<file path="config.mk">
export PLATFORM = sky130hd
export DESIGN_NAME = priority_ordered_object_stack
export DESIGN_NICKNAME = d
export VERILOG_FILES = /design/src/rtl/core/poos_pkg.sv /design/src/rtl/core/poos_ram.sv /design/src/rtl/core/priority_ordered_object_stack.sv
export VERILOG_INCLUDE_DIRS = /design/src /design/src/rtl/core
export SDC_FILE = /design/constraint.sdc
export NUM_CORES = 1
export LEC_CHECK = 0
export BUFFER_PORTS_ARGS = -buffer_cell sky130_fd_sc_hd__buf_4
export CORE_ASPECT_RATIO = 1.1
export CORE_MARGIN = 1.5
export CORE_UTILIZATION = 32
export CTS_BUF_LIST = sky130_fd_sc_hd__clkbuf_4 sky130_fd_sc_hd__clkbuf_8 sky130_fd_sc_hd__clkbuf_16
export DETAILED_ROUTE_END_ITERATION = 16
export GPL_TIMING_DRIVEN = 0
export PLACE_DENSITY_LB_ADDON = 0.2
export RECOVER_POWER = 50
export SLEW_MARGIN = 20
export SYNTH_ARGS = -nofsm -noshare
export SYNTH_HDL_FRONTEND = slang
export SYNTH_SLANG_ARGS = --single-unit
</file>
<file path="constraint.sdc">
create_clock -name clk -period 14.3 [get_ports clk]
set_clock_uncertainty 0.15 [all_clocks]
set_input_delay 2.145 -clock clk [delete_from_list [all_inputs] [get_ports clk]]
set_output_delay 2.145 -clock clk [all_outputs]
set_load 0.005 [all_outputs]
</file>
<file path="src/rtl/core/priority_ordered_object_stack_defines.svh">
// Assertion macros shared by the priority-ordered object stack RTL.
// The macros expect signals named clk and rst_n in the module that uses them.
`ifndef PRIORITY_ORDERED_OBJECT_STACK_DEFINES_SVH
`define PRIORITY_ORDERED_OBJECT_STACK_DEFINES_SVH

// The consequent must hold in the same cycle as the antecedent.
`define POOS_ASSERT_SAME(name, ante, cons) \
    name: assert property (@(posedge clk) disable iff (!rst_n) (ante) |-> (cons)) \
        else $error("priority ordered object stack assertion failed");

// The consequent must hold in the cycle after the antecedent.
`define POOS_ASSERT_NEXT(name, ante, cons) \
    name: assert property (@(posedge clk) disable iff (!rst_n) (ante) |=> (cons)) \
        else $error("priority ordered object stack assertion failed");

`endif

</file>
<file path="src/rtl/core/poos_pkg.sv">
// Types and constants for the priority-ordered object stack.
// Used by the top level; has no dependencies of its own.
`default_nettype none

package poos_pkg;

    localparam int OBJECT_BITS = 32;
    localparam int PRIO_W = 8;
    localparam int POS_W = 8;
    localparam int FUNC_W = 3;
    localparam int COUNT_OUT_W = 4;
    localparam logic [PRIO_W-1:0] CREATURE_PRIO = 8'd4;

    typedef enum logic [FUNC_W-1:0] {
        FUNC_INSERT    = 3'd0,
        FUNC_REMOVE    = 3'd1,
        FUNC_OVERWRITE = 3'd2,
        FUNC_READ      = 3'd3,
        FUNC_CLEAR     = 3'd4
    } func_t;

    typedef enum logic [2:0] {
        ST_IDLE,
        ST_DISPATCH,
        ST_SCAN,
        ST_MOVE,
        ST_PLACE,
        ST_READ_WAIT,
        ST_DONE
    } state_t;

    typedef struct packed {
        logic [FUNC_W-1:0]      func;
        logic                   at_top;
        logic [POS_W-1:0]       position;
        logic [OBJECT_BITS-1:0] object_word;
        logic [PRIO_W-1:0]      object_priority;
        logic                   is_creature;
    } in_item_t;

    typedef struct packed {
        logic                   status;
        logic [OBJECT_BITS-1:0] read_object;
        logic [COUNT_OUT_W-1:0] entry_count;
    } out_item_t;

    typedef struct packed {
        logic [OBJECT_BITS-1:0] word;
        logic [PRIO_W-1:0]      prio;
        logic                   creature;
    } entry_t;

    function automatic logic [PRIO_W-1:0] eff_prio(input logic [PRIO_W-1:0] prio,
                                                   input logic creature);
        return creature ? CREATURE_PRIO : prio;
    endfunction

endpackage

`default_nettype wire

</file>
<file path="src/rtl/core/poos_ram.sv">
// Generic single-write, single-read RAM with a registered read port.
// Stands alone; no package needed.
`default_nettype none

module poos_ram #(
    parameter int WIDTH = 41,
    parameter int DEPTH = 10
) (
    input  wire logic                     clk,
    input  wire logic                     we,
    input  wire logic [$clog2(DEPTH)-1:0] waddr,
    input  wire logic [WIDTH-1:0]         wdata,
    input  wire logic [$clog2(DEPTH)-1:0] raddr,
    output logic      [WIDTH-1:0]         rdata
);

    logic [WIDTH-1:0] mem [DEPTH];

    always_ff @(posedge clk)
    begin
        if (we)
        begin
            mem[waddr] <= wdata;
        end
        rdata <= mem[raddr];
    end

endmodule

`default_nettype wire

</file>
<file path="src/rtl/core/priority_ordered_object_stack.sv">
// Top level of the priority-ordered object stack: sequencer, count and mode registers.
// Depends on poos_pkg, poos_ram and priority_ordered_object_stack_defines.svh.
//
//   Channel | Direction | Handshake           | Payload
//   in      | input     | in_valid / in_ready | in_data  (poos_pkg::in_item_t)
//   out     | output    | out_valid/out_ready | out_data (poos_pkg::out_item_t)
//   cfg     | input     | cfg_valid/cfg_ready | cfg_data (modern_mode)
//
// Reset clears the count, the mode and all handshake state; the RAM needs no clearing.
// One item is worked at a time; in_ready is high only while the sequencer is idle.
// A finished result waits in the output register while the next item is accepted.
`default_nettype none
`include "priority_ordered_object_stack_defines.svh"

module priority_ordered_object_stack #(
    parameter int SLOTS = 10
) (
    input  wire logic               clk,
    input  wire logic               rst_n,
    input  wire logic               in_valid,
    output logic                    in_ready,
    input  wire poos_pkg::in_item_t in_data,
    output logic                    out_valid,
    input  wire logic               out_ready,
    output poos_pkg::out_item_t     out_data,
    input  wire logic               cfg_valid,
    output logic                    cfg_ready,
    input  wire logic               cfg_data
);

    localparam int IDX_W = $clog2(SLOTS);
    localparam int CNT_W = $clog2(SLOTS + 1);
    localparam int ENTRY_W = $bits(poos_pkg::entry_t);

    poos_pkg::state_t    state_reg, state_next;
    poos_pkg::in_item_t  item_reg;
    logic                mode_reg;
    logic [CNT_W-1:0]    count_reg, count_next;
    logic [IDX_W-1:0]    idx_reg, idx_next;
    logic [IDX_W-1:0]    tgt_reg, tgt_next;
    logic                up_reg, up_next;
    logic                rd_active_reg, rd_active_next;
    logic                pend_valid_reg, pend_valid_next;
    logic [IDX_W-1:0]    pend_addr_reg, pend_addr_next;
    logic                chk_valid_reg, chk_valid_next;
    logic [IDX_W-1:0]    chk_idx_reg, chk_idx_next;
    logic                status_reg, status_next;
    logic [poos_pkg::OBJECT_BITS-1:0] rword_reg, rword_next;
    logic                out_valid_reg, out_valid_next;
    poos_pkg::out_item_t res_reg, res_next;

    logic                ram_we;
    logic [IDX_W-1:0]    ram_waddr;
    logic [IDX_W-1:0]    ram_raddr;
    poos_pkg::entry_t    wr_entry;
    logic [ENTRY_W-1:0]  rd_bits;
    poos_pkg::entry_t    rd_entry;

    logic                       accept;
    logic                       full;
    logic [IDX_W-1:0]           n_top;
    logic [IDX_W-1:0]           last_idx;
    logic [poos_pkg::POS_W-1:0] cnt_pos;
    logic [poos_pkg::POS_W-1:0] slots_pos;
    logic [IDX_W-1:0]           rr_pos;
    poos_pkg::entry_t           new_obj;
    logic [poos_pkg::PRIO_W-1:0] new_eff;
    logic [poos_pkg::PRIO_W-1:0] old_eff;
    logic                       hit;

    assign in_ready  = (state_reg == poos_pkg::ST_IDLE);
    assign cfg_ready = 1'b1;
    assign accept    = in_valid && in_ready;
    assign out_valid = out_valid_reg;
    assign out_data  = res_reg;

    assign full      = (count_reg == CNT_W'(SLOTS));
    assign n_top     = full ? IDX_W'(SLOTS - 1) : IDX_W'(count_reg);
    assign last_idx  = IDX_W'(count_reg - CNT_W'(1));
    assign cnt_pos   = poos_pkg::POS_W'(count_reg);
    assign slots_pos = poos_pkg::POS_W'(SLOTS);
    assign rr_pos    = (item_reg.position >= cnt_pos) ? last_idx : IDX_W'(item_reg.position);

    assign new_obj.word     = item_reg.object_word;
    assign new_obj.prio     = item_reg.object_priority;
    assign new_obj.creature = item_reg.is_creature;

    assign rd_entry = poos_pkg::entry_t'(rd_bits);
    assign new_eff  = poos_pkg::eff_prio(item_reg.object_priority, item_reg.is_creature);
    assign old_eff  = poos_pkg::eff_prio(rd_entry.prio, rd_entry.creature);
    assign hit      = (item_reg.is_creature && mode_reg) ? (old_eff > new_eff)
                                                         : (old_eff >= new_eff);

    poos_ram #(
        .WIDTH (ENTRY_W),
        .DEPTH (SLOTS)
    ) u_entry_ram (
        .clk   (clk),
        .we    (ram_we),
        .waddr (ram_waddr),
        .wdata (wr_entry),
        .raddr (ram_raddr),
        .rdata (rd_bits)
    );

    always_ff @(posedge clk or negedge rst_n)
    begin
        if (!rst_n)
        begin
            state_reg      <= poos_pkg::ST_IDLE;
            mode_reg       <= 1'b0;
            count_reg      <= '0;
            up_reg         <= 1'b0;
            rd_active_reg  <= 1'b0;
            pend_valid_reg <= 1'b0;
            chk_valid_reg  <= 1'b0;
            out_valid_reg  <= 1'b0;
        end
        else
        begin
            state_reg      <= state_next;
            count_reg      <= count_next;
            up_reg         <= up_next;
            rd_active_reg  <= rd_active_next;
            pend_valid_reg <= pend_valid_next;
            chk_valid_reg  <= chk_valid_next;
            out_valid_reg  <= out_valid_next;
            if (cfg_valid && cfg_ready)
            begin
                mode_reg <= cfg_data;
            end
        end
    end

    always_ff @(posedge clk)
    begin
        if (accept)
        begin
            item_reg <= in_data;
        end
        idx_reg       <= idx_next;
        tgt_reg       <= tgt_next;
        pend_addr_reg <= pend_addr_next;
        chk_idx_reg   <= chk_idx_next;
        status_reg    <= status_next;
        rword_reg     <= rword_next;
        res_reg       <= res_next;
    end

    always_comb
    begin
        state_next      = state_reg;
        count_next      = count_reg;
        idx_next        = idx_reg;
        tgt_next        = tgt_reg;
        up_next         = up_reg;
        rd_active_next  = rd_active_reg;
        pend_valid_next = pend_valid_reg;
        pend_addr_next  = pend_addr_reg;
        chk_valid_next  = chk_valid_reg;
        chk_idx_next    = chk_idx_reg;
        status_next     = status_reg;
        rword_next      = rword_reg;
        out_valid_next  = out_valid_reg && !out_ready;
        res_next        = res_reg;
        ram_we          = 1'b0;
        ram_waddr       = pend_addr_reg;
        wr_entry        = rd_entry;
        ram_raddr       = idx_reg;

        unique case (state_reg)
            poos_pkg::ST_IDLE:
            begin
                if (accept)
                begin
                    status_next = 1'b0;
                    rword_next  = '0;
                    state_next  = poos_pkg::ST_DISPATCH;
                end
            end

            poos_pkg::ST_DISPATCH:
            begin
                state_next = poos_pkg::ST_DONE;
                unique case (item_reg.func) inside
                    poos_pkg::FUNC_INSERT:
                    begin
                        if (item_reg.at_top)
                        begin
                            if (count_reg == '0)
                            begin
                                tgt_next   = '0;
                                state_next = poos_pkg::ST_PLACE;
                            end
                            else
                            begin
                                idx_next       = '0;
                                chk_valid_next = 1'b0;
                                state_next     = poos_pkg::ST_SCAN;
                            end
                        end
                        else if (item_reg.position > cnt_pos || item_reg.position >= slots_pos)
                        begin
                            status_next = 1'b1;
                        end
                        else
                        begin
                            tgt_next = IDX_W'(item_reg.position);
                            if (n_top > IDX_W'(item_reg.position))
                            begin
                                idx_next        = n_top - IDX_W'(1);
                                up_next         = 1'b1;
                                rd_active_next  = 1'b1;
                                pend_valid_next = 1'b0;
                                state_next      = poos_pkg::ST_MOVE;
                            end
                            else
                            begin
                                state_next = poos_pkg::ST_PLACE;
                            end
                        end
                    end

                    poos_pkg::FUNC_REMOVE,
                    poos_pkg::FUNC_READ:
                    begin
                        if (count_reg == '0)
                        begin
                            status_next = 1'b1;
                        end
                        else if (item_reg.position >= cnt_pos && mode_reg)
                        begin
                            status_next = 1'b1;
                        end
                        else if (item_reg.func == poos_pkg::FUNC_READ)
                        begin
                            ram_raddr  = rr_pos;
                            state_next = poos_pkg::ST_READ_WAIT;
                        end
                        else if (CNT_W'(rr_pos) + CNT_W'(1) < count_reg)
                        begin
                            idx_next        = rr_pos + IDX_W'(1);
                            up_next         = 1'b0;
                            rd_active_next  = 1'b1;
                            pend_valid_next = 1'b0;
                            state_next      = poos_pkg::ST_MOVE;
                        end
                        else
                        begin
                            count_next = count_reg - CNT_W'(1);
                        end
                    end

                    poos_pkg::FUNC_OVERWRITE:
                    begin
                        if (item_reg.position >= (mode_reg ? cnt_pos : slots_pos))
                        begin
                            status_next = 1'b1;
                        end
                        else
                        begin
                            ram_we    = 1'b1;
                            ram_waddr = IDX_W'(item_reg.position);
                            wr_entry  = new_obj;
                        end
                    end

                    poos_pkg::FUNC_CLEAR:
                    begin
                        count_next = '0;
                    end

                    default:
                    begin
                        state_next = poos_pkg::ST_DONE;
                    end
                endcase
            end

            poos_pkg::ST_SCAN:
            begin
                if (chk_valid_reg && hit)
                begin
                    tgt_next = chk_idx_reg;
                    if (n_top > chk_idx_reg)
                    begin
                        idx_next        = n_top - IDX_W'(1);
                        up_next         = 1'b1;
                        rd_active_next  = 1'b1;
                        pend_valid_next = 1'b0;
                        state_next      = poos_pkg::ST_MOVE;
                    end
                    else
                    begin
                        state_next = poos_pkg::ST_PLACE;
                    end
                end
                else if (chk_valid_reg && chk_idx_reg == last_idx)
                begin
                    if (full)
                    begin
                        state_next = poos_pkg::ST_DONE;
                    end
                    else
                    begin
                        tgt_next   = IDX_W'(count_reg);
                        state_next = poos_pkg::ST_PLACE;
                    end
                end
                else
                begin
                    ram_raddr      = idx_reg;
                    chk_valid_next = 1'b1;
                    chk_idx_next   = idx_reg;
                    idx_next       = idx_reg + IDX_W'(1);
                end
            end

            poos_pkg::ST_MOVE:
            begin
                if (pend_valid_reg)
                begin
                    ram_we    = 1'b1;
                    ram_waddr = pend_addr_reg;
                    wr_entry  = rd_entry;
                end
                if (rd_active_reg)
                begin
                    ram_raddr       = idx_reg;
                    pend_valid_next = 1'b1;
                    if (up_reg)
                    begin
                        pend_addr_next = idx_reg + IDX_W'(1);
                        if (idx_reg == tgt_reg)
                        begin
                            rd_active_next = 1'b0;
                        end
                        else
                        begin
                            idx_next = idx_reg - IDX_W'(1);
                        end
                    end
                    else
                    begin
                        pend_addr_next = idx_reg - IDX_W'(1);
                        if (idx_reg == last_idx)
                        begin
                            rd_active_next = 1'b0;
                        end
                        else
                        begin
                            idx_next = idx_reg + IDX_W'(1);
                        end
                    end
                end
                else
                begin
                    pend_valid_next = 1'b0;
                    if (up_reg)
                    begin
                        state_next = poos_pkg::ST_PLACE;
                    end
                    else
                    begin
                        count_next = count_reg - CNT_W'(1);
                        state_next = poos_pkg::ST_DONE;
                    end
                end
            end

            poos_pkg::ST_PLACE:
            begin
                ram_we     = 1'b1;
                ram_waddr  = tgt_reg;
                wr_entry   = new_obj;
                count_next = full ? count_reg : count_reg + CNT_W'(1);
                state_next = poos_pkg::ST_DONE;
            end

            poos_pkg::ST_READ_WAIT:
            begin
                rword_next = rd_entry.word;
                state_next = poos_pkg::ST_DONE;
            end

            poos_pkg::ST_DONE:
            begin
                if (!out_valid_reg || out_ready)
                begin
                    res_next.status      = status_reg;
                    res_next.read_object = rword_reg;
                    res_next.entry_count = poos_pkg::COUNT_OUT_W'(count_reg);
                    out_valid_next       = 1'b1;
                    state_next           = poos_pkg::ST_IDLE;
                end
            end

            default:
            begin
                state_next = poos_pkg::ST_IDLE;
            end
        endcase
    end

    `POOS_ASSERT_SAME(a_count_bound, 1'b1, count_reg <= CNT_W'(SLOTS))
    `POOS_ASSERT_NEXT(a_accept_dispatch, accept, state_reg == poos_pkg::ST_DISPATCH)
    `POOS_ASSERT_SAME(a_shift_above_target,
        state_reg == poos_pkg::ST_MOVE && up_reg && rd_active_reg, idx_reg >= tgt_reg)
    `POOS_ASSERT_SAME(a_pend_in_range, pend_valid_reg, pend_addr_reg <= IDX_W'(SLOTS - 1))
    `POOS_ASSERT_SAME(a_count_only_while_busy,
        count_reg != $past(count_reg) && !$past(!rst_n),
        $past(state_reg) == poos_pkg::ST_DISPATCH || $past(state_reg) == poos_pkg::ST_MOVE
            || $past(state_reg) == poos_pkg::ST_PLACE)

endmodule

`default_nettype wire

</file>
### Word-level counts from Yosys, hierarchy flattened

Memory sizes are Yosys's and may differ from the RTL's. A register that Yosys moved wholly into a read port is not among the register bits.
Cells that the tools add are included.

* bits of input ports: 59
* memories: 1
* register bits: 152
* logic and storage cells: 248
* ROM bits: 0
* latch bits: 0
* RAM bits: 410

Memories
* u_entry_ram.mem: words 10, bits a word 41, rd ports 1, clocked after Yosys merged registers in 1, write ports 1, line poos_ram.sv:17 `logic [WIDTH-1:0] mem [DEPTH];`

* bitwise gates (word level): 2
* equality and inequality tests: 52
* $mul: 0
* reductions and logical operators: 32
* $lt $le $gt $ge: 9
* shifts and indexed selects: 0
* muxes and demuxes: 123
* add/subtract/negate cells: 6
* div/mod/pow operators: 0

Operator list (count)
* 4-bit 2-to-1 mux: 40
* 41-bit 2-to-1 mux: 2
* 41-bit one-hot mux with 2 select lines: 1
* 32-bit one-hot mux with 2 select lines: 1
* 3-bit inequality test (second input constant): 18
* 1-bit 2-to-1 mux: 42
* 3-bit 2-to-1 mux: 14
* 32-bit 2-to-1 mux: 1
* 4-bit one-hot mux with 2 select lines: 4
* 2-bit inequality test (second input constant): 12
* 4-bit one-hot mux with 3 select lines: 2
* 11-bit AND reduction: 2
* 3-bit one-hot mux with 6 select lines: 1
* 8-bit by 4-bit >= comparator with 1-bit output: 2
* 8-bit 2-to-1 mux: 2
* 4-bit inequality test (second input constant): 4
* 14-bit AND reduction: 1
* 4-bit by 1-bit adder with 4-bit output (second input constant): 3
* 3-bit by 2-bit equality test with 1-bit output (second input constant): 4
* 3-bit equality test (second input constant): 4
* 4-bit equality test: 3
* 1-bit one-hot mux with 2 select lines: 6
* 1-bit one-hot mux with 3 select lines: 4
* 6-bit AND reduction: 2
* 28 further kinds: 49

### Longest topological paths before layout

Gate-level depths: netlist (run 1).

* depth in word-level cells: 10
* mapped depth: 18

### Cells and area by module

From an unflattened synthesis (run 1), not the netlist that was laid out.

* cell total of the unflattened synthesis: 1498
* area total of the unflattened synthesis: 24791.3 sq um

Modules (own cells, without submodules)
* poos_ram: instances 1, cells an instance 890, area each 17022.6 sq um
* priority_ordered_object_stack: instances 1, cells an instance 608, area each 7768.7 sq um

### Worst setup path after synthesis (run 1)

No wires, ideal clock.

* kind: register to register
* start: reg count_reg[0]
* end: mem u_entry_ram.mem[8][0], enable pin
* data arrival time: 6745 ps
* required time: 13609 ps
* stages on the path, launching flop included: 13
* clock period less this slack: 7436 ps
* library setup time: 541 ps
* buffers on the path: 1
* setup slack: 6864 ps
* path through: dfrtp_1 -> clkbuf_1 -> inv_1 -> nor2_1 -> ha_1 -> nand2b_1 -> a21o_1 -> a21o_1 -> a2111oi_4 -> nor2_1 -> a221o_1 -> or2_1 -> nor4_1

* cells in the longest elaborated chain, start to end: 7
* elaborated cells on any way between the ends: 10
* those cells by class: order compare (1); mux (9)

RTL lines
* start: declaration: line priority_ordered_object_stack.sv:38 `logic [CNT_W-1:0] count_reg, count_next;`
* start signal: assignment: line priority_ordered_object_stack.sv:122 `count_reg <= count_next;`
* 4-bit 2-to-1 mux (*): line priority_ordered_object_stack.sv:256 `if (item_reg.position >= (mode_reg ? cnt_pos : slots_pos))`
* 8-bit by 4-bit >= comparator with 1-bit output (*): line priority_ordered_object_stack.sv:256
* 1-bit 2-to-1 mux: line priority_ordered_object_stack.sv:256
* 1-bit 2-to-1 mux: line priority_ordered_object_stack.sv:185 `unique case (item_reg.func) inside`
* 1-bit one-hot mux with 3 select lines: line priority_ordered_object_stack.sv:171 `unique case (state_reg)`
* 1-bit 2-to-1 mux: line poos_ram.sv:21 `if (we)`
* 1-bit 2-to-1 mux (not written as such): line poos_ram.sv:23 `mem[waddr] <= wdata;`
* end: declaration: line poos_ram.sv:17

Mark *: on every way between the ends. The rest lies on a longest branch, timed or not.

### Worst setup path after layout (run 1)

* start: in in_valid
* end: reg rword_reg[30] (netlist name), enable pin

* cells in the longest elaborated chain, start to end: 3

RTL lines
* start: declaration: line priority_ordered_object_stack.sv:20 `input wire logic in_valid,`
* 1-bit logical AND: line priority_ordered_object_stack.sv:73 `assign accept = in_valid && in_ready;`
* via accept: line priority_ordered_object_stack.sv:59 `logic accept;`
* 2-bit by 1-bit inequality test with 1-bit output (no line)
* 2-bit AND reduction (no line)
* end signal: assignment: line priority_ordered_object_stack.sv:146 `rword_reg <= rword_next;`
* end: declaration: line priority_ordered_object_stack.sv:48 `logic [poos_pkg::OBJECT_BITS-1:0] rword_reg, rword_next;`

The timed path passes the listed nets, and every way through them passes these cells.
A chain may end at the register's enable or synchronous reset.

==> run_results.csv, run 1 <==
group,metric,value,unit
power,p_per_area,224,nW/um2
power,p_leak,10.4,nW
run_status,violations,"capacitance limit, slew limit",
synth,synth_area_per_cell,14.2,um2
route,wl,66.8,mm
synth,synth.area.top_cells,"edfxtp_1 68%, nand2_1 5.6%, dfxtp_1 3.4%",
setup_path,slowest_stage,"or2_0",
synth,synth-edff-count,549,
sta,post-route-period-util,56.6,%
die,core-area,74800,um2
die,die_w,265,um
clock_tree,clock_sinks,603,
sta,finalSetupTns,0,ns
setup_path,critPathMostFrequentCell,"clkbuf_1",
route,dr_total_vias,14800,
sta,min_period,8.09,ns
grt,grt_max_degree,33,
die,initial_utilization,32.4,%
die,fp.dieH,292,um
clock_tree,numCtsBuffers,68,
synth,synth_common_cells,"549 x edfxtp_1, 359 x nand2_1, 97 x nand3_1",
worst_hold_path,hp-class,"flip-flop to flip-flop",
clock_tree,clkTransAtPathRegs,0.05,ns
die,rows,105,
placed_design,pre_cts_slack,8.64,ns
placed_design,dp_hpwl,43.1,mm
worst_hold_path,hold_depth,0,
clock_tree,worstSkewPairLatency,0.61,ns
synth,synth_most_common_cell,"edfxtp_1",
clock_tree,cts_max_level,3,
route,vias_per_cell,5.03,
die,dieArea,77400,um2
finish,fin_util,38.7,%
sta,fin_ws,6.21,ns
setup_path,start_kind,"input pin",
setup_path,required,14.29,ns
worst_hold_path,worstHoldStart,"rword_reg[12]",
setup_path,timing.rr.start,"count_reg[0]",
sta,hold_viol_final,0,
run_status,status,"finished, violations left",
power,comb_power_share,34.4,%
synth,synthCells,1713,
sta,tightest_slew,3.16,ns
setup_path,arrival,8.08,ns
finish,drive_gt1_share,16.3,%
flow_run,cap_violations,4,
synth,ys_seq_area_share,72.7,%
clock_tree,cts_tree,"built",
synth,syn-cell-area,24200,um2
route,drc,0,
synth,synth_top_area_cell,"edfxtp_1",
synth,ys_ff_latch,603,
sta,holdWs,0.271,ns
synth,syn_nets,1806,
clock_tree,ctsHoldBuffers,0,
setup_path,rr_worst_depth,14,
synth,synth_flop_cell,"edfxtp_1",
setup_path,worstPathMaxFanout,32,
placed_design,port_buffers,97,
finish,largest_reg_flops,410,
sta,max-slew-margin-rel,-111,%
placed_design,place.gp.congestion,0.923,
grt,grt_pass1_wl,98.6,mm
sta,rsz0062_at_grt,"false",
synth,synth.distinct_cells,67,
power,seq_power_share,39.7,%
grt,overflow,0,
power,p_total,6.49,mW
route,drt_pass1_iterations,5,
setup_path,cp-end-kind,"flip-flop",
power,switching_power,2.35,mW
clock_tree,ctsResizeCount,0,
route,ant_nets,0,
clock_tree,root_buffer,"clkbuf_16",
sta,setup_viol,0,
setup_path,crit_start,"in_valid",
grt,antenna_found_initial,1,
power,clkPwrFrac,25.9,%
clock_tree,cts_setup_buffers,0,
synth,async_reset_ff_share,2.16,%
route,drt_iter0_markers,1166,
clock_tree,cts.path.max_buffers,3,
setup_path,cp_slowest_stage_delay,2.38,ns
die,io_pins,99,
finish,syn_to_final_growth,19.2,%
synth,ys_warn_count,0,
power,p_int,4.14,mW
power,vdd_drop_max,0.0822,mV
power,switching_share,36.2,%
sta,maxSlewViolCount,99,
grt,track_usage,17.3,%
synth,yosys.area.top_type_share,68.0,%
setup_path,crit_path_cell_trace,"clkbuf_1 > and2_0 > clkbuf_1 > or2_0",
sta,clock.fmax,124,MHz
grt,grt_pass1_vias,14800,
finish,fin_nets,2015,
route,wl_per_cell,22.8,um
setup_path,worstSetupPathType,"input pin to flip-flop",
==> per-stage QoR <==
stage / area [um2] / cells
finish: 28900 / 2935
global route: 28900 / 2934
CTS: 29000 / 2934
detailed placement: 26900 / 2815
global placement: 26200 / 2773
floorplan: 24200 / 1713
==> placed cells by master (no fill, tap or decap), types with 5 or more instances in the layout <==
master,instances
nor2b_1,11
and2_1,7
xor2_1,10
nand2_1,359
buf_4,19
dfxtp_1,41
clkinv_1,5
ha_1,34
mux2i_1,48
clkinv_2,9
nand3_1,98
buf_2,41
a32oi_1,41
nand2b_1,16
a21oi_1,65
nor3_1,11
and3_1,6
and2_0,29
clkbuf_1,58
a41o_1,42
nor2_4,8
nor2_1,35
o21a_1,7
buf_16,14
buf_6,7
clkbuf_8,5
clkbuf_16,69
edfxtp_1,549
inv_1,27
o21ai_0,25
dfrtp_1,13
mux2_1,25
xnor2_1,14
a21o_1,10
clkbuf_4,111
a31oi_1,6
inv_6,5
mux2_2,17
==> cell type report <==
class / instances / area (um2)
buffer: 93 / 470
tap: 963 / 1200
antenna: 1 / 2.50
inverter: 27 / 101
fill: 6996 / 45800
clock inverter: 24 / 185
multi-input combinational: 990 / 6080
timing repair buffer: 139 / 1280
sequential: 603 / 17600
clock buffer: 95 / 1950
==> power groups by stage <==
| stage | clock [mW] | sequential, mW | combinational [mW] |
|---|---|---|---|
| 6_report | 1.68 | 2.58 | 2.23 |
| 5_1_grt | 1.79 | 2.60 | 2.45 |
| 4_1_cts | 1.73 | 2.57 | 2.30 |
| 3_5_place_dp | 0 | 2.61 | 2.29 |
| 3_3_place_gp | 0 | 2.63 | 2.20 |
| 2_1_floorplan | 0 | 2.56 | 1.42 |
==> cell families (layout without fill, tap and decap cells) <==
kind of cell	count (synthesis)	after routing	share of synthesized area, %
muxes	90	90	3.95
adders and majority gates	34	34	1.75
buffers and inverters	120	378	2.38
xor gates and xnor gates	24	24	0.867
AOI/OAI and AO/OA	241	241	7.44
and+or+nand+nor	600	600	10.9
other	1	2	0.0155
DFF	603	603	72.7
==> worst paths after layout <==
| check | end | slack [ns] |
|---|---|---|
| worst max-delay path | rword_reg[30] | 6.21 |
| max in group asynchronous | rd_active_reg | 12.00 |
| min in group asynchronous | count_reg[3] | 1.46 |
| worst min register to register | out_data[16] | 0.27 |
| worst max register to register | u_entry_ram.mem[6][39] | 6.58 |
| worst min-delay path | out_data[16] | 0.27 |
==> routing by layer <==
| layer | vias to the layer above | part of all wire (%) | track usage (%) |
|---|---|---|---|
| li1 | 6816 | - | - |
| met1 | 7429 | 44 | 23.2 |
| met2 | 433 | 49 | 29.1 |
| met3 | 93 | 5.1 | 2.60 |
| met4 | 0 | 2.0 | 4.98 |
| met5 | - | 0 | 0 |
==> worst max-delay path, delay by kind of cell <==
family                 cells  cell delay [ns]
buffers and inverters      2             2.08
and+or+nand+nor            2             3.80
Power figures use the tool's default switching activity.
==> run 2, diff against run 1 <==
clock period = 7.1 ns   (was 14.3 ns; I/O delays follow)
==> run 2 against run 1 <==
- the flow still finishes with violations (capacitance limit, slew limit)
- final area rose by 0.74%
- sequential power rose by 100%
- clock power rose by 120%
- count of clock-buffer cells in the layout did not move
- global-route usage fell by 0.46 points
- utilization rose by 0.29 points
- cell count fell by 0.14%
- combinational power rose by 100%
- critical path depth rose by 10
- via count fell by 0.40%
- first-iteration DRC count rose by 2.4%
- register-to-register slack got worse by 5.1 ns
- critical path type is now flip-flop to flip-flop
- highest routed layer unchanged
==> run_results.csv, run 2 (synthesis gave the netlist of run 1 again) <==
group,metric,value,unit
power,p_leak,10.4,nW
power,switching_share,35.5,%
setup_path,rr_worst_depth,14,
power,switching_power,4.72,mW
die,fp.dieH,292,um
route,drt_iter0_markers,1194,
run_status,status,"finished, violations left",
clock_tree,clock_sinks,603,
clock_tree,cts.path.max_buffers,3,
setup_path,crit_path_cell_trace,"clkbuf_1 > inv_1 > nor2_1 > ha_1 > nand2b_1 > a21o_1 > a21o_1 > a2111oi_4 > nor2_1 > a21oi_1 > or3b_1 > nor2_4 > buf_16 > buf_12",
sta,setup_viol,0,
finish,final_common_cell,"edfxtp_1",
clock_tree,root_buffer,"clkbuf_16",
clock_tree,clkTransAtPathRegs,0.06,ns
die,io_pins,99,
setup_path,arrival,5.76,ns
run_status,violations,"capacitance limit, slew limit",
power,p_per_area,456,nW/um2
grt,grt_pass1_wl,96.6,mm
route,vias_per_cell,5.02,
finish,final_cell_mix,"549 x edfxtp_1, 359 x nand2_1, 103 x clkbuf_4",
sta,rsz0062_at_grt,"false",
setup_path,crit_start,"count_reg[0]",
power,seq_power_share,39.1,%
placed_design,pre_cts_slack,1.40,ns
clock_tree,numCtsBuffers,69,
finish,layoutNonFillerInstCount,2931,
worst_hold_path,hold_depth,0,
grt,grt_pass1_vias,14900,
die,rows,105,
setup_path,cp-end-kind,"flip-flop",
die,die_w,265,um
setup_path,slowest_stage,"a2111oi_4",
grt,antenna_found_initial,1,
sta,min_period,5.63,ns
finish,syn_to_final_growth,20.1,%
clock_tree,ctsResizeCount,0,
setup_path,crit_buf_inv,4,
grt,track_usage,16.9,%
sta,post-route-period-util,79.3,%
sta,holdWs,0.267,ns
setup_path,worstPathMaxFanout,18,
placed_design,dp_hpwl,42.4,mm
sta,tightest_slew,3.24,ns
route,wl,65.4,mm
power,vdd_drop_max,0.204,mV
route,ant_nets,0,
finish,largest_reg_flops,410,
clock_tree,cts_max_level,3,
setup_path,crit_family,"simple AND/OR/NAND/NOR gates",
finish,fin_nets,2007,
flow_run,cap_violations,3,
route,dr_total_vias,14700,
route,drt_pass1_iterations,5,
sta,fin_ws,1.47,ns
worst_hold_path,holdPathEnd,"out_data[31]",
power,comb_power_share,33.6,%
sta,hold_viol_final,0,
sta,finalSetupTns,0,ns
setup_path,cp_slowest_stage_delay,0.63,ns
grt,overflow,0,
power,clkPwrFrac,27.3,%
worst_hold_path,hp-class,"flip-flop to flip-flop",
placed_design,dp_cells,2806,
clock_tree,worstSkewPairLatency,0.61,ns
route,drc,0,
clock_tree,cts_tree,"built",
finish,drive_gt1_share,15.8,%
power,p_int,8.56,mW
setup_path,worstReg2RegEnd,"u_entry_ram.mem[1][36]",
sta,max-slew-margin-rel,-116,%
die,initial_utilization,32.4,%
setup_path,reg2reg_slack,1.47,ns
sta,maxSlewViolCount,90,
setup_path,worstSetupPathType,"flip-flop to flip-flop",
clock_tree,cts_setup_buffers,0,
placed_design,place.gp.congestion,0.859,
setup_path,required,7.23,ns
route,wl_per_cell,22.3,um
grt,grt_max_degree,35,
placed_design,port_buffers,97,
setup_path,start_kind,"flip-flop",
die,dieArea,77400,um2
worst_hold_path,worstHoldStart,"rword_reg[27]",
finish,insertedDiodeCount,0,
setup_path,timing.rr.start,"count_reg[0]",
sta,clock.fmax,178,MHz
die,core-area,74800,um2
clock_tree,ctsHoldBuffers,0,
[run 2: changes by cell type in the layout (fill, tap and decap cells not counted), moves of 3 or more]
cell | before | now
mux2_1 | 25 | 34
clkbuf_4 | 111 | 103
mux2_2 | 17 | 8
clkinv_1 | 5 | 8
clkbuf_1 | 58 | 55
and2_1 | 7 | 14
and2_0 | 29 | 22
bufinv_16 | 1 | 6
inv_6 | 5 | 2
buf_2 | 41 | 35
[run 2: power groups by stage]
stage                     Combinational, mW  Clock [mW]  Sequential (mW)
after floorplan                        2.87           0             5.15
after global placement                 4.38           0             5.28
after detailed placement               4.56           0             5.25
after CTS                              4.59        3.72             5.18
after global routing                   4.89        3.85             5.24
final                                  4.46        3.63             5.19
[run 2: how the worst max path moves through the flow]
stage	endpoint	slack (ns)	cells after the start
6_report	u_entry_ram.mem[1][36]	1.47	14
2_1_floorplan	u_entry_ram.mem[8][0]	1.40	12
5_1_grt	rword_reg[29]	0.95	4
4_1_cts	u_entry_ram.mem[0][6]	1.37	14
3_5_place_dp	u_entry_ram.mem[0][27]	1.40	14
3_3_place_gp	u_entry_ram.mem[8][35]	-2.28	12
[run 2: stage by stage]
stage	instance area (um2)	power (mW)	utilization, %
6_report	29100	13.3	39.0
5_1_grt	29100	14.0	39.0
4_1_cts	29200	13.5	39.1
3_5_place_dp	26900	9.81	36.0
3_3_place_gp	26200	9.67	35.0
2_1_floorplan	24300	8.02	-
[run 2: final cells by class]
| cell class | instances | area (um2) |
|---|---|---|
| fillers | 6945 | 45600 |
| flip-flops and latches | 603 | 17600 |
| multi-input cells | 990 | 6120 |
| clock buffers | 95 | 1990 |
| repair buffers | 130 | 1260 |
| well taps | 963 | 1200 |
| plain buffers | 93 | 475 |
| clock inverters | 30 | 335 |
| inverters | 27 | 101 |
[run 2: per-layer routing]
metal  wire (um)  vias to the layer above  part of all wire [%]  track usage, %
met1       28600                     7342                    44            22.3
met2       31600                      460                    48            28.1
li1            -                     6813                     -               -
met4        1610                        0                   2.5            5.59
met3        3530                       97                   5.4            2.70
met5           0                        -                     0               0
